`config.mk`:
```
export PLATFORM = sky130hd
export DESIGN_NAME = shrp_window
export DESIGN_NICKNAME = d
export VERILOG_FILES = /design/src/design/assert_macros.svh /design/src/design/shrp_pkg.sv /design/src/design/shrp_window.sv
export SDC_FILE = /design/constraint.sdc
export NUM_CORES = 1
export LEC_CHECK = 0
export ABC_AREA = 1
export CAP_MARGIN = 0
export CORE_MARGIN = 2
export CORE_UTILIZATION = 62
export DETAILED_ROUTE_END_ITERATION = 7
export DONT_BUFFER_PORTS = 1
export PLACE_DENSITY = 0.78
export SETUP_SLACK_MARGIN = 0.4
export SKIP_LAST_GASP = 1
export SLEW_MARGIN = 40
export SYNTH_ARGS = -nofsm -noshare
export SYNTH_HDL_FRONTEND = slang
export SYNTH_SLANG_ARGS = --single-unit
```
`constraint.sdc`:
```
create_clock -name clk_i -period 9 [get_ports clk_i]
set_input_delay 2.7 -clock clk_i [delete_from_list [all_inputs] [get_ports clk_i]]
set_output_delay 2.7 -clock clk_i [all_outputs]
set_load 0.05 [all_outputs]
```
`src/design/assert_macros.svh`:
```
// assert_macros.svh: concurrent assertion helpers for the sharpen filter RTL.
// No dependencies; compiled ahead of the package and the modules that include it.
`ifndef ASSERT_MACROS_SVH
`define ASSERT_MACROS_SVH
`ifndef SYNTHESIS
// Property that must hold at every rising clock edge outside reset.
`define SHRP_ASSERT(lbl, clk, rstn, prop, msg) \
  lbl: assert property (@(posedge clk) disable iff (!rstn) prop) else $error(msg);
// Condition that must never be seen outside reset.
`define SHRP_NEVER(lbl, clk, rstn, cond, msg) \
  lbl: assert property (@(posedge clk) disable iff (!rstn) !(cond)) else $error(msg);
`else
`define SHRP_ASSERT(lbl, clk, rstn, prop, msg)
`define SHRP_NEVER(lbl, clk, rstn, cond, msg)
`endif
`endif

```
`src/design/shrp_pkg.sv`:
```
// shrp_pkg: types, register indexes and default sizes of the 3x3 sharpen filter.
// No dependencies; every module of the block imports it.
`default_nettype none
package shrp_pkg;

  localparam int DefMaxWidth      = 4096;
  localparam int DefCoeffFracBits = 8;
  localparam int WidthLimit       = 4096;
  localparam int HeightLimit      = 4096;

  localparam int CfgIdxW  = 2;
  localparam int CfgDataW = 13;
  localparam int DimW     = 13;
  localparam int WeightW  = 12;
  localparam int SumW     = 11;

  localparam logic [CfgIdxW-1:0] REG_IMAGE_WIDTH     = 2'd0;
  localparam logic [CfgIdxW-1:0] REG_IMAGE_HEIGHT    = 2'd1;
  localparam logic [CfgIdxW-1:0] REG_NEIGHBOR_WEIGHT = 2'd2;

  localparam logic [DimW-1:0]    RST_IMAGE_WIDTH     = 13'd640;
  localparam logic [DimW-1:0]    RST_IMAGE_HEIGHT    = 13'd480;
  localparam logic [WeightW-1:0] RST_NEIGHBOR_WEIGHT = 12'hF00;

  localparam logic CMD_PIXEL = 1'b0;
  localparam logic CMD_FLUSH = 1'b1;

  // Channel k sits at bits 8k+7:8k: red, green, blue, alpha.
  typedef logic [3:0][7:0] rgba_t;
  typedef logic [3:0][SumW-1:0] nsum_t;

  typedef struct packed {
    logic       command;
    logic [7:0] red_in;
    logic [7:0] green_in;
    logic [7:0] blue_in;
    logic [7:0] alpha_in;
  } in_beat_t;

  typedef struct packed {
    logic [7:0] red_out;
    logic [7:0] green_out;
    logic [7:0] blue_out;
    logic [7:0] alpha_out;
    logic       frame_end;
  } out_beat_t;

  // One line store entry: the pixel two rows up and the one a row up.
  typedef struct packed {
    rgba_t upper;
    rgba_t middle;
  } line_pair_t;

  // Per-item decisions made at accept time.
  typedef struct packed {
    logic emit;
    logic left_edge;
    logic right_edge;
    logic top_edge;
    logic bottom_edge;
    logic frame_end;
  } item_ctl_t;

endpackage
`default_nettype wire

```
`src/design/shrp_window.sv`:
```
// shrp_window: 3x3 pixel window, edge replication and neighbor sums per channel.
// Depends on shrp_pkg.
`default_nettype none
module shrp_window
  import shrp_pkg::*;
(
  input  logic      clk_i,
  input  logic      rst_ni,
  input  logic      shift_i,
  input  item_ctl_t ctl_i,
  input  rgba_t     top_i,
  input  rgba_t     mid_i,
  input  rgba_t     px_i,
  output nsum_t     nsum_o,
  output rgba_t     center_o,
  output logic      frame_end_o
);

  rgba_t [2:0][2:0] win_q, win_d, tap;
  logic  [2:0][1:0] rs, cs;
  nsum_t sum_d, sum_q;
  rgba_t center_q;
  logic  frame_end_q;

  // Advance one column: row 0 from two lines up, row 2 is the new pixel.
  always_comb begin
    for (int r = 0; r < 3; r++) begin
      win_d[r][0] = win_q[r][1];
      win_d[r][1] = win_q[r][2];
    end
    win_d[0][2] = top_i;
    win_d[1][2] = mid_i;
    win_d[2][2] = px_i;
  end

  always_comb begin
    rs[0] = ctl_i.top_edge    ? 2'd1 : 2'd0;
    rs[1] = 2'd1;
    rs[2] = ctl_i.bottom_edge ? 2'd1 : 2'd2;
    cs[0] = ctl_i.left_edge   ? 2'd1 : 2'd0;
    cs[1] = 2'd1;
    cs[2] = ctl_i.right_edge  ? 2'd1 : 2'd2;
    for (int r = 0; r < 3; r++) begin
      for (int c = 0; c < 3; c++) begin
        tap[r][c] = win_d[rs[r]][cs[c]];
      end
    end
  end

  always_comb begin
    for (int k = 0; k < 4; k++) begin
      sum_d[k] = '0;
      for (int r = 0; r < 3; r++) begin
        for (int c = 0; c < 3; c++) begin
          if (!(r == 1 && c == 1)) begin
            sum_d[k] = sum_d[k] + SumW'(tap[r][c][k]);
          end
        end
      end
    end
  end

  always_ff @(posedge clk_i or negedge rst_ni) begin
    if (!rst_ni) begin
      win_q <= '0;
    end else if (shift_i) begin
      win_q <= win_d;
    end
  end

  always_ff @(posedge clk_i) begin
    if (shift_i && ctl_i.emit) begin
      sum_q       <= sum_d;
      center_q    <= tap[1][1];
      frame_end_q <= ctl_i.frame_end;
    end
  end

  assign nsum_o      = sum_q;
  assign center_o    = center_q;
  assign frame_end_o = frame_end_q;

endmodule
`default_nettype wire

```
-- Yosys cells after proc, flatten, opt, wreduce, memory -nomap -nowiden
Cells that the tools add are included.
- input bits: 105
- flip-flop bits (word level): 269
- reduce and logical (&&, ||, !) cells: 1
- add/sub/neg operators: 28
- order comparisons: 4
- mux-type cells: 20
- operator list (kind ; count):
    $bmux 32 s2 ; 6
    $bmux 96 s2 ; 2
    $mux 32 ; 6
    $mux 96 ; 2
    $add 11x8->11 ; 16
    $add 10x8->11 ; 4
    $add 9x8->10 ; 4
    $add 8x8->9 ; 4
    $lt 1x3->1 const B ; 2
    $lt 2x3->1 const B ; 2
    $mux 2 ; 2
    $mux 1 ; 2
    $logic_and 1x1->1 ; 1

-- Logic depth before layout (Yosys ltp)
Gate-level depths: netlist of run 1.
- depth in word-level cells: 12
- gate-level depth with buffers: 24
- depth with buffers taken out: 22

-- Worst setup path before layout of run 1
Ideal clock, no wire load.
- kind: input port to flip-flop
- start point: input port ctl_i[2] (netlist name)
- end point: register sum_q (netlist bit nsum_o[21]) (data pin)
- setup time: 0.254 ns
- arrival: 6.545 ns
- setup slack: 2.201 ns
- stages: 21
- cell sequence: buf_2 buf_2 buf_2 nand2_1 o21ai_0 o21ai_0 fa_1 inv_1 fa_1 fa_1 inv_1 fa_1 inv_1 ha_1 fa_1 nand2_1 nand2_1 nand3b_1 nand2_1 nand2_1 nand2_1
- RTL lines (item ; line ; source):
    start: declaration ; shrp_window.sv:10 ; input item_ctl_t ctl_i,
    end signal: assignment ; shrp_window.sv:73 ; sum_q <= sum_d;
    end: declaration ; shrp_window.sv:21 ; nsum_t sum_d, sum_q;

==> flow_metrics.py, run 1 <==
metrics = {
    "outcome": {
        "status": "finished clean",
    },
    "timing": {
        "hold_ws_ns": 0.479,
        "report.final.setup_viol": 0,
        "max_slew_margin_pct": 50.7,
        "clock_skew_ns": 0.00908,
        "setup_slack_ns": 2.24,
        "tns_ns": 0,
        "min_period_over_period_pct": 75.1,
        "tightest_slew_ns": 0.740,
        "finalMaxSlewViolations": 0,
        "finalHoldViolations": 0,
        "period_needed_ns": 6.76,
        "rsz0062_at_grt": "no",
        "clock.fmax_mhz": 148,
    },
    "power_and_ir_drop": {
        "total_power_mw": 8.11,
        "seqPwrFrac_pct": 27.7,
        "p_sw_share_pct": 45.3,
        "combPwrFrac_pct": 56.9,
        "vdd_ir_drop_max_v": 0.000483,
        "power.leakage_nw": 9.89,
        "p_clk_share_pct": 15.4,
        "power_density_mw_per_mm2": 396,
        "switching_power_mw": 3.68,
        "p_int_mw": 4.43,
    },
    "synthesis": {
        "seq_area_frac_synth_pct": 36.4,
        "syn-instance-count": 2350,
        "syn_area_per_cell_um2": 8.33,
        "yosys_register_bits": 269,
        "yosysUniqueCellTypes": 25,
        "syn_nets": 2687,
        "ys.warnings.count": 0,
        "syn_area_mm2": 0.0196,
    },
    "route": {
        "first_iter_violations": 1042,
        "drtAntennaViolNets": 0,
        "viasPerCell": 5.53,
        "drc": 0,
        "wirelength_um": 43200,
        "vias": 14900,
        "drt-pass1-iter-count": 7,
        "post_drt_wl_per_cell_um": 16.0,
    },
    "clocking": {
        "htreeDepth": 1,
        "postCtsHoldBufs": 0,
        "clk_latency_ns": 0.55,
        "post_cts_buffers": 0,
        "clock_path_buffers": 3,
        "cts-buffers-inserted": 31,
        "cts_tree": "done",
        "ctsResizeCount": 0,
        "cts-root-buf": "clkbuf_16",
        "clock_sinks": 269,
        "clkTransAtPathRegs_ns": 0.06,
    },
    "job": {
        "cap_viol_max_count": 0,
    },
    "cells_and_area": {
        "n_fill_cell": 2536,
        "layout.nets": 2602,
        "instances_no_fill": 2691,
        "drive_gt1_share_pct": 2.80,
        "utilization_pct": 65.5,
        "area_delta_synth_final_pct": 4.73,
        "design_area_mm2": 0.0205,
        "antennaDiodeCount": 0,
    },
    "setup_path": {
        "start_kind": "input pin",
        "critical_path_class": "input pin to flop",
        "worst_setup_path_end_kind": "flop",
        "arrival_ns": 7.07,
        "cp_max_fo": 133,
        "required_ns": 9.31,
    },
    "placement": {
        "place.gp.congestion": 0.874,
        "dp_cells": 2634,
        "hpwl_um": 28600,
        "dp_slack_ns": 1.71,
        "dpl-instance-area_mm2": 0.0195,
        "port_buffers": 0,
    },
    "grt": {
        "grt_pass1_vias": 15100,
        "grt_max_degree": 386,
        "grt_use_total_pct": 27.2,
        "overflow": 0,
        "antenna_found_initial": 0,
        "grt_first_pass_wirelength_um": 73200,
    },
    "floorplanning": {
        "rows": 65,
        "design.core.area_mm2": 0.0313,
        "die_w_um": 182,
        "initial_core_util_pct": 62.5,
        "die_area_mm2": 0.0330,
        "io_pins": 182,
        "die_h_um": 182,
    },
    "hold_path": {
        "min_path_type": "flop to flop",
    },
}
layer usage:
metal	track usage [%]	routed length [um]	up-vias
li1	-	-	7146
met1	37.1	18300	7192
met2	44.7	20500	474
met3	5.35	3220	78
met4	7.90	1170	0
met5	0	0	-
logic make-up after synthesis:
kind of cell,count (synthesis),synth area share (%)
AOI/OAI and AO/OA,641,16.6
buffers and inverters,614,12.9
and+or+nand+nor,582,11.6
DFF,269,36.4
adders and majority gates,232,22.0
xor gates and xnor gates,12,0.537
Yosys cell counts:
master	count	area share, %
dfrtp_1	192	25
nand3b_1	7	0.27
clkinv_1	3	0.058
nor2_1	75	1.4
xor2_1	5	0.22
buf_6	16	0.92
a21oi_1	133	3.4
or2_2	6	0.19
buf_4	8	0.31
o21ai_1	45	1.2
ha_1	44	2.8
xnor2_1	7	0.31
buf_8	1	0.077
buf_1	2	0.038
clkbuf_1	57	1.1
o21ai_0	445	11
nand2_1	464	8.9
o22a_1	1	0.045
fa_1	188	19
buf_2	40	1.0
a22oi_1	5	0.19
o211ai_1	12	0.46
inv_1	487	9.3
edfxtp_1	77	12
nand3_1	30	0.77
power by group through the flow:
stage | Sequential (mW) | Clock (mW) | Combinational, mW
5_1_grt | 2.27 | 1.31 | 5.42
3_3_place_gp | 2.27 | 0 | 4.38
2_1_floorplan | 2.24 | 0 | 3.67
4_1_cts | 2.25 | 1.27 | 4.64
3_5_place_dp | 2.27 | 0 | 4.56
6_report | 2.25 | 1.25 | 4.62
placed cells by master (no fill, tap or decap):
master	netlist	final
xnor2_1	7	7
clkbuf_1	57	10
clkinvlp_4	0	1
o21ai_0	445	445
nand2_1	464	464
a21oi_1	133	133
buf_4	8	3
o22a_1	1	1
ha_1	44	44
o211ai_1	12	12
fa_1	188	188
inv_2	0	3
nand3_1	30	30
inv_1	487	485
buf_12	0	2
edfxtp_1	77	77
or2_2	6	6
buf_6	16	1
bufinv_16	0	1
nand3b_1	7	7
a22oi_1	5	5
nor2_1	75	75
xor2_1	5	5
o21ai_1	45	45
clkbuf_8	0	7
clkbuf_16	0	33
dfrtp_1	192	192
clkinv_2	0	6
inv_4	0	1
state kept, by name (all words and copies together) (netlist names):
name	flops
center_o	32
frame_end_o	1
nsum_o	44
tap	32
win_d	160
path summary, 6_finish.rpt:
kind | start | to | slack [ns] | cells past startpoint
min in group asynchronous | rst_ni | win_d[245] | 1.85 | 0
hold reg to reg | win_d[42] | win_d[10] | 0.48 | 2
setup reg to reg | win_d[242] | nsum_o[32] | 4.47 | 18
max in group asynchronous | rst_ni | tap[141] | 6.72 | 0
setup / recovery | ctl_i[2] | nsum_o[10] | 2.24 | 20
hold / removal | win_d[42] | win_d[10] | 0.48 | 2
critical path: stages:
cell      delay [ns]
inv_2           0.45
buf_12          0.29
nand2_1         0.09
nand3_1         0.09
o21ai_0         0.14
fa_1            0.58
inv_1           0.05
fa_1            0.45
fa_1            0.49
inv_1           0.05
fa_1            0.47
inv_1           0.04
ha_1            0.21
fa_1            0.47
nand2_1         0.08
nand2_1         0.07
nand3b_1        0.11
nand2_1         0.07
nand2_1         0.06
nand2_1         0.04
final cells by class:
type	instances	area [um2]	share of cell area (%)
clock inverters	7	62.6	0.305
repair buffers	6	73.8	0.360
inverters	490	1840	8.99
clock buffers	50	960	4.68
multi-input cells	1467	9940	48.5
well taps	402	503	2.45
flip-flops and latches	269	7120	34.7
Note: power is estimated with default switching activity, not from simulation.
==> inputs of run 2 (changes only) <==
--- a/config.mk
+++ b/config.mk
@@ -5,10 +5,10 @@
 export SDC_FILE = /design/constraint.sdc
 export NUM_CORES = 1
 export LEC_CHECK = 0
-export ABC_AREA = 1
+export ABC_AREA = 0
 export CAP_MARGIN = 0
 export CORE_MARGIN = 2
-export CORE_UTILIZATION = 62
+export CORE_UTILIZATION = 59
 export DETAILED_ROUTE_END_ITERATION = 7
 export DONT_BUFFER_PORTS = 1
 export PLACE_DENSITY = 0.78
==> constraint.sdc (replaced) <==
create_clock -name clk_i -period 5.9 [get_ports clk_i]
set_input_delay 1.77 -clock clk_i [delete_from_list [all_inputs] [get_ports clk_i]]
set_output_delay 1.77 -clock clk_i [all_outputs]
set_load 0.05 [all_outputs]
==> run 2 against run 1 <==
  * Largest cell class unchanged
  * Critical endpoint is now nsum_o[43]
  * Flip-flop and latch count unchanged
  * Highest routed layer is now met5
  * Clock skew increased by 0.0053 ns
  * Critical path type unchanged
  * Synthesized area is 0.61% higher
  * Largest power group unchanged
  * First-iteration DRC count is 45% lower
  * Register-to-register slack worse by 3.0 ns
==> flow_metrics.py, run 2 <==
metrics = {
    "outcome": {
        "status": "finished clean",
    },
    "timing": {
        "finalHoldViolations": 0,
        "rsz0062_at_grt": "no",
        "tightest_slew_ns": 0.750,
        "max_slew_margin_pct": 50.0,
        "tns_ns": 0,
        "period_needed_ns": 5.33,
        "finalMaxSlewViolations": 0,
        "min_period_over_period_pct": 90.4,
        "clock_skew_ns": 0.0144,
        "report.final.setup_viol": 0,
        "clock.fmax_mhz": 187,
    },
    "clocking": {
        "clkTransAtPathRegs_ns": 0.06,
        "clock_path_buffers": 3,
        "postCtsHoldBufs": 0,
        "clock_sinks": 269,
        "clk_latency_ns": 0.58,
        "cts-root-buf": "clkbuf_16",
        "cts-buffers-inserted": 31,
        "htreeDepth": 1,
        "cts_tree": "done",
    },
    "grt": {
        "overflow": 0,
        "antenna_found_initial": 1,
        "grt_use_total_pct": 21.9,
        "grt_max_degree": 194,
        "grt_pass1_vias": 12300,
        "grt_first_pass_wirelength_um": 62600,
    },
    "synthesis": {
        "synth-edff-count": 77,
        "yosysUniqueCellTypes": 31,
        "syn-instance-count": 1648,
        "async_reset_ff_share_pct": 71.4,
        "yosys_register_bits": 269,
        "seq_area_frac_synth_pct": 36.1,
        "synth_commonest_cells": "inv_1, mux2_2, dfrtp_1, mux2i_1, fa_1",
        "ys.warnings.count": 0,
        "syn_area_mm2": 0.0197,
        "synth_top_area_share_pct": 24.4,
        "syn_nets": 1985,
        "synthMostInstantiatedCell": "inv_1",
        "syn_area_per_cell_um2": 11.9,
        "synth_top_area_cell": "dfrtp_1",
        "synth.area.top_cells": "dfrtp_1, fa_1, mux2_2",
        "ys.flop_type": "dfrtp_1",
    },
    "cells_and_area": {
        "layout_common_cells": "inv_1, mux2_2, dfrtp_1",
        "multi_input_area_mm2": 0.0111,
        "largest_reg_flops": 160,
        "layout.nets": 1940,
        "design_area_mm2": 0.0208,
        "antennaDiodeCount": 0,
        "n_fill_cell": 2541,
        "seq_area_mm2": 0.00712,
        "area_delta_synth_final_pct": 5.49,
        "final_common_cell": "inv_1",
        "drive_gt1_share_pct": 20.5,
    },
    "floorplanning": {
        "design.core.area_mm2": 0.0327,
        "die_w_um": 187,
        "initial_core_util_pct": 60.2,
        "die_area_mm2": 0.0349,
        "die_h_um": 187,
        "io_pins": 182,
        "rows": 66,
    },
    "setup_path": {
        "worst_setup_path_end_kind": "flop",
        "cp_max_fo": 96,
        "crit_buf_inv": 4,
        "worstPathCellList": "mux2_2 -> a21oi_1 -> fa_1 -> inv_1 -> fa_1 -> fa_1 -> inv_1 -> fa_1 -> inv_1 -> ha_1 -> inv_1 -> fa_2 -> nor2b_1 -> o21ai_1 -> a21oi_2 -> and4b_1 -> a21oi_1",
        "arrival_ns": 5.75,
        "cp_top_family": "adder cells",
        "critical_path.slowest_cell": "fa_1",
        "start_kind": "input pin",
        "required_ns": 6.32,
        "critical_path_class": "input pin to flop",
        "critPathMaxStageDelay_ns": 0.49,
    },
    "route": {
        "post_drt_wl_per_cell_um": 18.0,
        "drc": 0,
        "wirelength_um": 37200,
        "routed-wl-met2_um": 18400,
        "drt-met1-wl_um": 15900,
        "first_iter_violations": 568,
        "viasPerCell": 5.57,
        "dr_wl_met3_um": 2110,
        "drtAntennaViolNets": 0,
        "drt-pass1-iter-count": 5,
        "vias": 11500,
        "top_layer_used": "met5",
    },
    "placement": {
        "port_buffers": 0,
        "hpwl_um": 24600,
        "dpl-instance-area_mm2": 0.0198,
        "place.gp.congestion": 0.809,
    },
    "hold_path": {
        "min_path_type": "flop to flop",
    },
    "power_and_ir_drop": {
        "power.leakage_nw": 9.56,
        "vdd_ir_drop_max_v": 0.000601,
        "power_density_mw_per_mm2": 659,
    },
    "job": {
        "cap_viol_max_count": 0,
    },
}
## run 2: path summary, 6_finish.rpt
| kind | start | endpoint | slack, ns | cells after the start |
|---|---|---|---|---|
| hold / removal | win_d[217] | win_d[217] | 0.50 | 1 |
| hold reg to reg | win_d[217] | win_d[217] | 0.50 | 1 |
| setup / recovery | ctl_i[2] | nsum_o[43] | 0.57 | 17 |
| max in group asynchronous | rst_ni | win_d[99] | 4.59 | 0 |
| min in group asynchronous | rst_ni | win_d[12] | 0.88 | 0 |
| setup reg to reg | tap[154] | nsum_o[43] | 1.44 | 17 |
## run 2: final cells by class
class | instances | area share, %
clock buffers | 48 | 4.23
clock inverters | 9 | 0.482
inverters | 274 | 4.95
multi-input cells | 1026 | 53.4
flip-flops and latches | 269 | 34.3
well taps | 442 | 2.66
repair buffers | 1 | 0.0361
## run 2: power breakdown
part           switching [mW]  leakage (nW)  total [mW]  internal [mW]
clock                   0.770         0.476        1.87           1.10
sequential              0.798          2.97        3.67           2.87
combinational            4.36          6.11        8.15           3.79
total                    5.93          9.56        13.7           7.76
## run 2: routing by layer
metal | vias to the layer above | GRT usage, %
li1 | 5354 | -
met1 | 5899 | 28.5
met2 | 224 | 37.4
met3 | 49 | 5.17
met4 | 2 | 5.37
met5 | - | 0
## run 2: through the flow
stage | power (mW) | setup WS [ns] | instances | hold WS [ns] | utilization [%]
final | 13.7 | 0.566 | 2069 | 0.504 | 63.5
after global routing | 15.1 | 0.412 | 2069 | 0.515 | 63.5
after CTS | 13.9 | 0.642 | 2069 | 0.508 | 63.5
after detailed placement | 11.9 | 0.0345 | 2012 | 0.495 | 60.5
after global placement | 11.6 | 0.175 | 2012 | 0.485 | 60.5
after floorplan | 10.2 | 0.0663 | 1648 | 0.473 | -
## run 2: kinds of logic after synthesis
group                    share of synthesized area (%)
AND/OR/NAND/NOR                                   2.94
buffers and inverters                             8.12
flip-flops                                        36.1
adder cells (fa/ha/maj)                           21.9
AO/OA/AOI/OAI                                     4.94
multiplexers                                      24.9
XOR/XNOR                                          1.07
## run 2: what timing repair did
action	in CTS	in global routing
resized for setup	0	1
setup buffers	0	0
hold endpoints to repair	0	0
endpoints found under the setup margin	0	1
==> inputs of run 3 (changes only) <==
--- a/config.mk
+++ b/config.mk
@@ -11,8 +11,9 @@
 export CORE_UTILIZATION = 59
 export DETAILED_ROUTE_END_ITERATION = 7
 export DONT_BUFFER_PORTS = 1
-export PLACE_DENSITY = 0.78
+export PLACE_DENSITY_LB_ADDON = 0.15
 export SETUP_SLACK_MARGIN = 0.4
+export SKIP_CTS_REPAIR_TIMING = 1
 export SKIP_LAST_GASP = 1
 export SLEW_MARGIN = 40
 export SYNTH_ARGS = -nofsm -noshare
==> run 3 against run 2 <==
  * Worst hold slack got worse by 0.00085 ns
  * First-iteration DRC count fell by 34%
  * Highest routed layer unchanged
  * Critical path depth did not move
  * Sequential power barely moved
  * Count of clock-buffer cells in the layout fell by 3
  * Combinational power barely moved
==> flow_metrics.py, run 3 (synthesized netlist as in run 2, its figures left out) <==
metrics = {
    "placement": {
        "place.gp.congestion": 0.793,
        "dp_cells": 2012,
        "hpwl_um": 24300,
        "port_buffers": 0,
        "dp_slack_ns": 0.0530,
    },
    "floorplanning": {
        "io_pins": 182,
        "die_h_um": 187,
        "initial_core_util_pct": 60.2,
        "design.core.area_mm2": 0.0327,
        "die_w_um": 187,
        "rows": 66,
        "die_area_mm2": 0.0349,
    },
    "setup_path": {
        "critical_path_class": "input pin to flop",
        "critical_path.slowest_cell": "fa_1",
        "start_kind": "input pin",
        "r2r-start": "tap[154]",
        "required_ns": 6.32,
        "r2r_setup_slack_ns": 1.46,
        "critPathMaxStageDelay_ns": 0.49,
        "worst_r2r_endpoint": "nsum_o[43]",
        "cp_max_fo": 96,
        "worstSetupStartpoint": "ctl_i[2]",
        "reg2reg_depth": 17,
        "worst_setup_path_end_kind": "flop",
        "worstPathCellList": "mux2_2 -> a21oi_2 -> fa_1 -> inv_1 -> fa_1 -> fa_1 -> inv_1 -> fa_1 -> inv_1 -> ha_1 -> inv_1 -> fa_2 -> nor2b_1 -> o21ai_1 -> a21oi_2 -> and4b_1 -> a21oi_1",
        "arrival_ns": 5.72,
    },
    "route": {
        "drtAntennaViolNets": 0,
        "first_iter_violations": 376,
        "wirelength_um": 36500,
        "drt-pass1-iter-count": 5,
        "vias": 11400,
        "drc": 0,
        "viasPerCell": 5.52,
        "post_drt_wl_per_cell_um": 17.7,
    },
    "clocking": {
        "clock_sinks": 269,
        "htreeDepth": 1,
        "cts_tree": "done",
        "cts-buffers-inserted": 31,
        "clk_latency_ns": 0.58,
        "clkTransAtPathRegs_ns": 0.06,
        "cts-root-buf": "clkbuf_16",
        "clock_path_buffers": 3,
    },
    "hold_path": {
        "hold_depth": 1,
        "whs_endpoint": "win_d[11]",
        "worstHoldStart": "win_d[11]",
        "min_path_type": "flop to flop",
    },
    "cells_and_area": {
        "layout_common_cells": "inv_1, mux2_2, dfrtp_1",
        "antennaDiodeCount": 0,
        "largest_reg_flops": 160,
        "utilization_pct": 63.5,
        "instances_no_fill": 2069,
        "layout.nets": 1940,
        "final_common_cell": "inv_1",
        "area_delta_synth_final_pct": 5.49,
        "drive_gt1_share_pct": 20.7,
        "n_fill_cell": 2589,
    },
    "timing": {
        "max_slew_margin_pct": 54.3,
        "tns_ns": 0,
        "clock.fmax_mhz": 189,
        "rsz0062_at_grt": "no",
        "hold_ws_ns": 0.503,
        "tightest_slew_ns": 0.686,
        "finalHoldViolations": 0,
        "period_needed_ns": 5.30,
        "setup_slack_ns": 0.602,
        "clock_skew_ns": 0.0109,
        "report.final.setup_viol": 0,
        "min_period_over_period_pct": 89.8,
        "finalMaxSlewViolations": 0,
    },
    "power_and_ir_drop": {
        "p_sw_share_pct": 43.2,
        "p_clk_share_pct": 13.5,
        "switching_power_mw": 5.90,
        "seqPwrFrac_pct": 26.8,
        "vdd_ir_drop_max_v": 0.000555,
        "combPwrFrac_pct": 59.7,
        "power.leakage_nw": 9.56,
        "power_density_mw_per_mm2": 657,
        "p_int_mw": 7.75,
    },
    "grt": {
        "grt_pass1_vias": 12300,
        "grt_use_total_pct": 21.8,
        "overflow": 0,
        "antenna_found_initial": 1,
        "grt_max_degree": 194,
        "grt_first_pass_wirelength_um": 62300,
    },
    "outcome": {
        "status": "finished clean",
    },
    "job": {
        "cap_viol_max_count": 0,
    },
}
==> run 3: cell types whose count changed in the layout (fill, tap and decap cells not counted), sizes merged <==
cell,previous run,this run
bufinv,2,1
clkbuf,48,45
clkinv,5,9
==> run 3: layout make-up <==
cell class,count,area [um2],share of cell area (%)
Multi-Input combinational cell,1026,11100,53.4
Timing Repair Buffer,1,7.51,0.0361
Clock inverter,12,87.6,0.422
Tap cell,442,553,2.66
Inverter,274,1030,4.95
Clock buffer,45,888,4.28
Sequential cell,269,7120,34.3
==> run 3: critical path, delay by kind of cell <==
| family | cells | cell delay [ns] |
|---|---|---|
| AOI/OAI and AO/OA | 4 | 0.59 |
| adders and majority gates | 6 | 2.28 |
| buffers and inverters | 4 | 0.27 |
| muxes | 1 | 0.39 |
| and+or+nand+nor | 2 | 0.35 |
==> run 3: through the flow <==
stage / instance area (um2) / power [mW]
5_1_grt: 20800 / 15.1
3_3_place_gp: 19800 / 11.6
6_report: 20800 / 13.7
3_5_place_dp: 19800 / 11.8
2_1_floorplan: 19900 / 10.2
4_1_cts: 20800 / 13.8
==> run 3: worst max path at each step <==
stage / end / slack (ns) / cells past startpoint
2_1_floorplan: nsum_o[42] / 0.07 / 19
5_1_grt: nsum_o[43] / 0.44 / 17
4_1_cts: nsum_o[43] / 0.62 / 17
3_3_place_gp: nsum_o[42] / 0.17 / 15
6_report: nsum_o[43] / 0.60 / 17
3_5_place_dp: nsum_o[43] / 0.05 / 17
==> run 3: power by group through the flow <==
stage          Clock (mW)  Sequential (mW)  Combinational (mW)
3_5_place_dp            0             3.69                8.16
3_3_place_gp            0             3.69                7.95
6_report             1.84             3.66                8.16
5_1_grt              1.98             3.70                9.41
4_1_cts              1.90             3.67                8.25
2_1_floorplan           0             3.62                6.57
==> run 3: per-layer routing <==
| metal | routed length, um | up-vias | track usage, % |
|---|---|---|---|
| met5 | 13 | - | 0.687 |
| met4 | 760 | 2 | 4.76 |
| li1 | - | 5351 | - |
| met3 | 1820 | 44 | 4.87 |
| met2 | 18000 | 189 | 37.7 |
| met1 | 16000 | 5827 | 28.3 |
